### config.mk
export PLATFORM = sky130hd
export DESIGN_NAME = sktt_cell
export DESIGN_NICKNAME = d
export VERILOG_FILES = /design/src/design/sktt_pkg.sv /design/src/design/sktt_cell.sv
export SDC_FILE = /design/constraint.sdc
export NUM_CORES = 1
export LEC_CHECK = 0
export BUFFER_PORTS_ARGS = -buffer_cell sky130_fd_sc_hd__buf_2
export CAP_MARGIN = 40
export CORE_AREA = 3 3 204 206
export DETAILED_ROUTE_END_ITERATION = 10
export DIE_AREA = 0 0 207 209
export GPL_ROUTABILITY_DRIVEN = 0
export PLACE_DENSITY = 0.54
export RECOVER_POWER = 25
export SLEW_MARGIN = 20
export SYNTH_ARGS = -nofsm -noshare
export SYNTH_HDL_FRONTEND = slang
export SYNTH_SLANG_ARGS = --single-unit
### constraint.sdc
create_clock -name clk -period 13.6 [get_ports clk]
set_clock_uncertainty 0.2 [all_clocks]
set_input_delay 0 -clock clk [delete_from_list [all_inputs] [get_ports clk]]
set_output_delay 0 -clock clk [all_outputs]
set_load 0.01 [all_outputs]
### src/design/sktt_pkg.sv
// ---------------------------------------------------------------------------
// sktt_pkg - shared types and constants of the key sorting unit
// Record layout, cell link and control types, and controller states.
// ---------------------------------------------------------------------------
package sktt_pkg;

	localparam int SKTT_CAPACITY = 64;
	localparam int KEY_W         = 64;
	localparam int TAG_W         = 32;
	localparam int REC_W         = KEY_W + 2 * TAG_W;

	// one stored record, key in the low bits as on the stream
	typedef struct packed {
		logic [TAG_W-1:0] second_tag;
		logic [TAG_W-1:0] first_tag;
		logic [KEY_W-1:0] sort_key;
	} rec_t;

	// what a cell shows to its neighbours
	typedef struct packed {
		rec_t rec;
		logic valid;
		logic gt;     // holds a key strictly greater than the incoming one
	} link_t;

	// common control broadcast along the chain
	typedef struct packed {
		logic insert; // place the incoming record
		logic pop;    // shift every cell one place towards the head
	} ctl_t;

	typedef enum logic {
		ST_LOAD,
		ST_DRAIN
	} state_t;

endpackage

### src/design/sktt_cell.sv
// ---------------------------------------------------------------------------
// sktt_cell - one place of the insertion chain
// Holds a record, compares it with the incoming key and moves data sideways.
// ---------------------------------------------------------------------------
module sktt_cell
	import sktt_pkg::*;
(
	input  logic  clk,
	input  logic  arst_n,
	input  ctl_t  ctl,
	input  rec_t  new_rec,
	input  link_t left,
	input  link_t right,
	output link_t here
);

	rec_t rec_q;
	logic valid_q;
	logic gt;

	assign gt = valid_q && ($signed(rec_q.sort_key) > $signed(new_rec.sort_key));

	assign here.rec   = rec_q;
	assign here.valid = valid_q;
	assign here.gt    = gt;

	always_ff @(posedge clk or negedge arst_n) begin
		if (!arst_n) begin
			valid_q <= 1'b0;
		end else if (ctl.pop) begin
			valid_q <= right.valid;
		end else if (ctl.insert && !valid_q) begin
			valid_q <= left.valid;
		end
	end

	// payload: take the right neighbour on pop; on insert open a gap or take the new record
	always_ff @(posedge clk) begin
		if (ctl.pop) begin
			rec_q <= right.rec;
		end else if (ctl.insert && (gt || !valid_q)) begin
			if (left.gt) begin
				rec_q <= left.rec;
			end else begin
				rec_q <= new_rec;
			end
		end
	end

endmodule

==> metrics.yaml <==
sta:
  worst_slack_ns: 9.395
  setup_tns_ns: 0
  finalSetupViolCount: 0
  rsz0062_at_grt: "false"
  max_freq_ghz: 0.2378
  min_period_ns: 4.205
  period_share: 0.3092
  hold_violations: 0
  worstMarginPinSlew_ns: 0.8492
  relSlewSlack: 0.4339
  drv_slew: 0
setup_path:
  slowest_delay_ns: 0.73
  cp_data_required_time_ns: 13.47
  worstSetupStartpointType: "flip-flop"
  path_max_fanout: 59
  crit_arrival_ns: 4.07
  crit_path_top_delay_cell: "buf_4"
  critical_path.top_delay_family: "compound AO/OA/AOI/OAI gates"
  endpoint_kind: "flip-flop"
  cpMostUsedCell: "nand4_1"
  path_class: "reg -> reg"
  path_buf_inv: 1
  path_cells: "ha_1 -> nand4_1 -> nor4_2 -> nand4_1 -> a31oi_1 -> nor4_4 -> o211ai_1 -> buf_4"
synthesis:
  ys_seq_area_frac: 0.4740
  yosys.area.top_type: "edfxtp_1"
  synth_cells: 796
  ys_async_sr_fraction: 0.007752
  avgSynthCellArea_um2: 10.25
  synth.distinct_cells: 40
  synth_area_leaders: "edfxtp_1, mux2i_1, ha_1"
  yosysMostFrequentCell: "nand2_1"
  netlist_area_um2: 8162
  ys_ff_latch: 129
  synth_edf_count: 128
  synth_ff_type: "edfxtp_1"
  yosysWarnings: 0
  synth_nets: 1252
  synthTopCellsByCount: "nand2_1, o21ai_0, edfxtp_1, mux2i_1, inv_1"
  synth_top_cell_area_share: 0.4709
routing:
  ant_nets: 0
  drt_first_iter_violations: 404
  wl_per_cell_um: 16.40
  vias: 9086
  routed_via_density: 4.276
  finalWirelength_mm: 34.85
  drc: 0
  firstDrtPassIters: 5
pwr:
  p_sw_uw: 403.7
  powerDensity_nw_per_um2: 92.73
  swShare: 0.2969
  seq_power_share: 0.393
  clockPowerShare: 0.307
  ir_worst_vdd_mv: 0.07656
  p_leak_uw: 0.006920
  internal-power_uw: 955.8
  pwr-share-comb: 0.300
cells_and_area:
  multi_input_area_um2: 3860
  finalNonFillerCells: 2125
  regArea_um2: 3869
  final_nets: 2044
  fillerInstances: 4047
  drive_gt1_frac: 0.2885
  fin_area_um2: 14660
  syn2layout_area_growth_pct: 79.63
clock_tree:
  cts-resized-gates: 0
  cts_setup_buffers: 0
  htreeDepth: 4
  cts_tree: "built"
  clock_sink_count: 129
  numCtsBuffers: 17
  cts-root-buf: "clkbuf_16"
  insertion_delay_ns: 0.44
  clockBufferDepth: 2
  ctsHoldBuffers: 290
  clk_pin_slew_ns: 0.06
placed_design:
  place_area_um2: 11320
  dpl_worst_slack_ns: 9.089
  dpl.cell_count: 1802
  dpl.hpwl_mm: 26.51
  portBuffers: 520
global_routing:
  top_usage_layer: "met2"
  antenna_found_initial: 2
  met2_usage: 0.2774
  met3_usage: 0.04774
  overflow: 0
  first_global_vias: 9534
  use_met1: 0.1710
  grt_max_degree: 106
  grt_usage: 0.1555
  grt_pass1_wl_mm: 52.55
die:
  num_io_pins: 522
  fp.dieH_um: 209
  fp.dieW_um: 207
  num_rows: 73
  dieArea_um2: 43260
  coreArea_um2: 39820
  initial_core_util: 0.2049
worst_hold_path:
  hold_class: "in -> reg"
flow_run:
  maxCapViolCount: 0
outcome:
  status: "finished clean"
[placed cells by master, fill, tap and decap left out, types with 3 or more instances in the layout]
master         count
nor3_1             3
nand2_1          144
clkinv_2           3
a21oi_1           25
edfxtp_1         128
nand3_1            9
clkbuf_1         100
dlygate4sd3_1    290
ha_1              64
and4_1             4
clkbuf_16         17
a221oi_1           4
nand4_1           12
a21o_1             4
o21ai_0          134
buf_4              5
buf_2            422
inv_1             67
mux2i_1          128
[tightest hold or removal path: cells and delay by family]
kind / cells / cell delay, ns
AO/OA/AOI/OAI: 2 / 0.40
buffers and inverters: 1 / 0.11
[power groups by stage]
stage	Sequential, uW	Combinational, uW	Clock, uW
3_3_place_gp	539	331	0
3_5_place_dp	541	334	0
4_1_cts	534	417	433
5_1_grt	541	450	449
2_1_floorplan	576	133	0
6_report	534	407	418
[sequential cells by signal, indices dropped and copies added, names as in the netlist]
signal	cells
here	128
valid_q	1
[cells by family after synthesis]
family                   count (synthesis)  synth area share
AND/OR/NAND/NOR                        182           0.09873
AO/OA/AOI/OAI                          180            0.1180
flip-flops                             129            0.4740
multiplexers                           128            0.1570
buffers and inverters                  112           0.05304
adder cells (fa/ha/maj)                 64           0.09811
XOR/XNOR                                 1          0.001073
[layer usage]
| layer | vias to the layer above | routed length (um) | part of all wire |
|---|---|---|---|
| li1 | 4457 | - | - |
| met1 | 4204 | 13650 | 0.39 |
| met2 | 373 | 17680 | 0.51 |
| met3 | 52 | 2310 | 0.066 |
| met4 | 0 | 1218 | 0.035 |
| met5 | - | 0 | 0 |
[stage by stage]
stage	hold slack [ns]	util	total power, uW
floorplan	-0.4956	-	708.8
global route	0.1391	0.3681	1440
CTS	0.06203	0.3698	1384
detailed placement	-0.4224	0.2842	875.3
global placement	-0.4208	0.2835	870.2
finish	0.09589	0.3681	1359
[cell type report]
type / count / area share
repair buffers: 818 / 0.3759
flip-flops and latches: 129 / 0.2639
multi-input cells: 555 / 0.2633
well taps: 525 / 0.04481
clock buffers: 21 / 0.03004
inverters: 67 / 0.01715
clock inverters: 8 / 0.004609
diodes: 2 / 0.0003414
[path summary, 6_finish.rpt]
path / startpoint / end / slack, ns / depth (start not counted)
worst max-delay path: here[37]$_DFFE_PP_ / here[100]$_DFFE_PP_ / 9.40 / 8
worst min-delay path: ctl[1] / here[129]$_DFFE_PP_ / 0.1 / 3
worst max register to register: here[37]$_DFFE_PP_ / here[100]$_DFFE_PP_ / 9.40 / 8
worst min register to register: valid_q$_DFFE_PN0P_ / here[129]$_DFFE_PP_ / 0.89 / 3
max in group asynchronous: arst_n / valid_q$_DFFE_PN0P_ / 12.92 / 3
min in group asynchronous: arst_n / valid_q$_DFFE_PN0P_ / 0.18 / 3
Power figures use the tool's default switching activity.
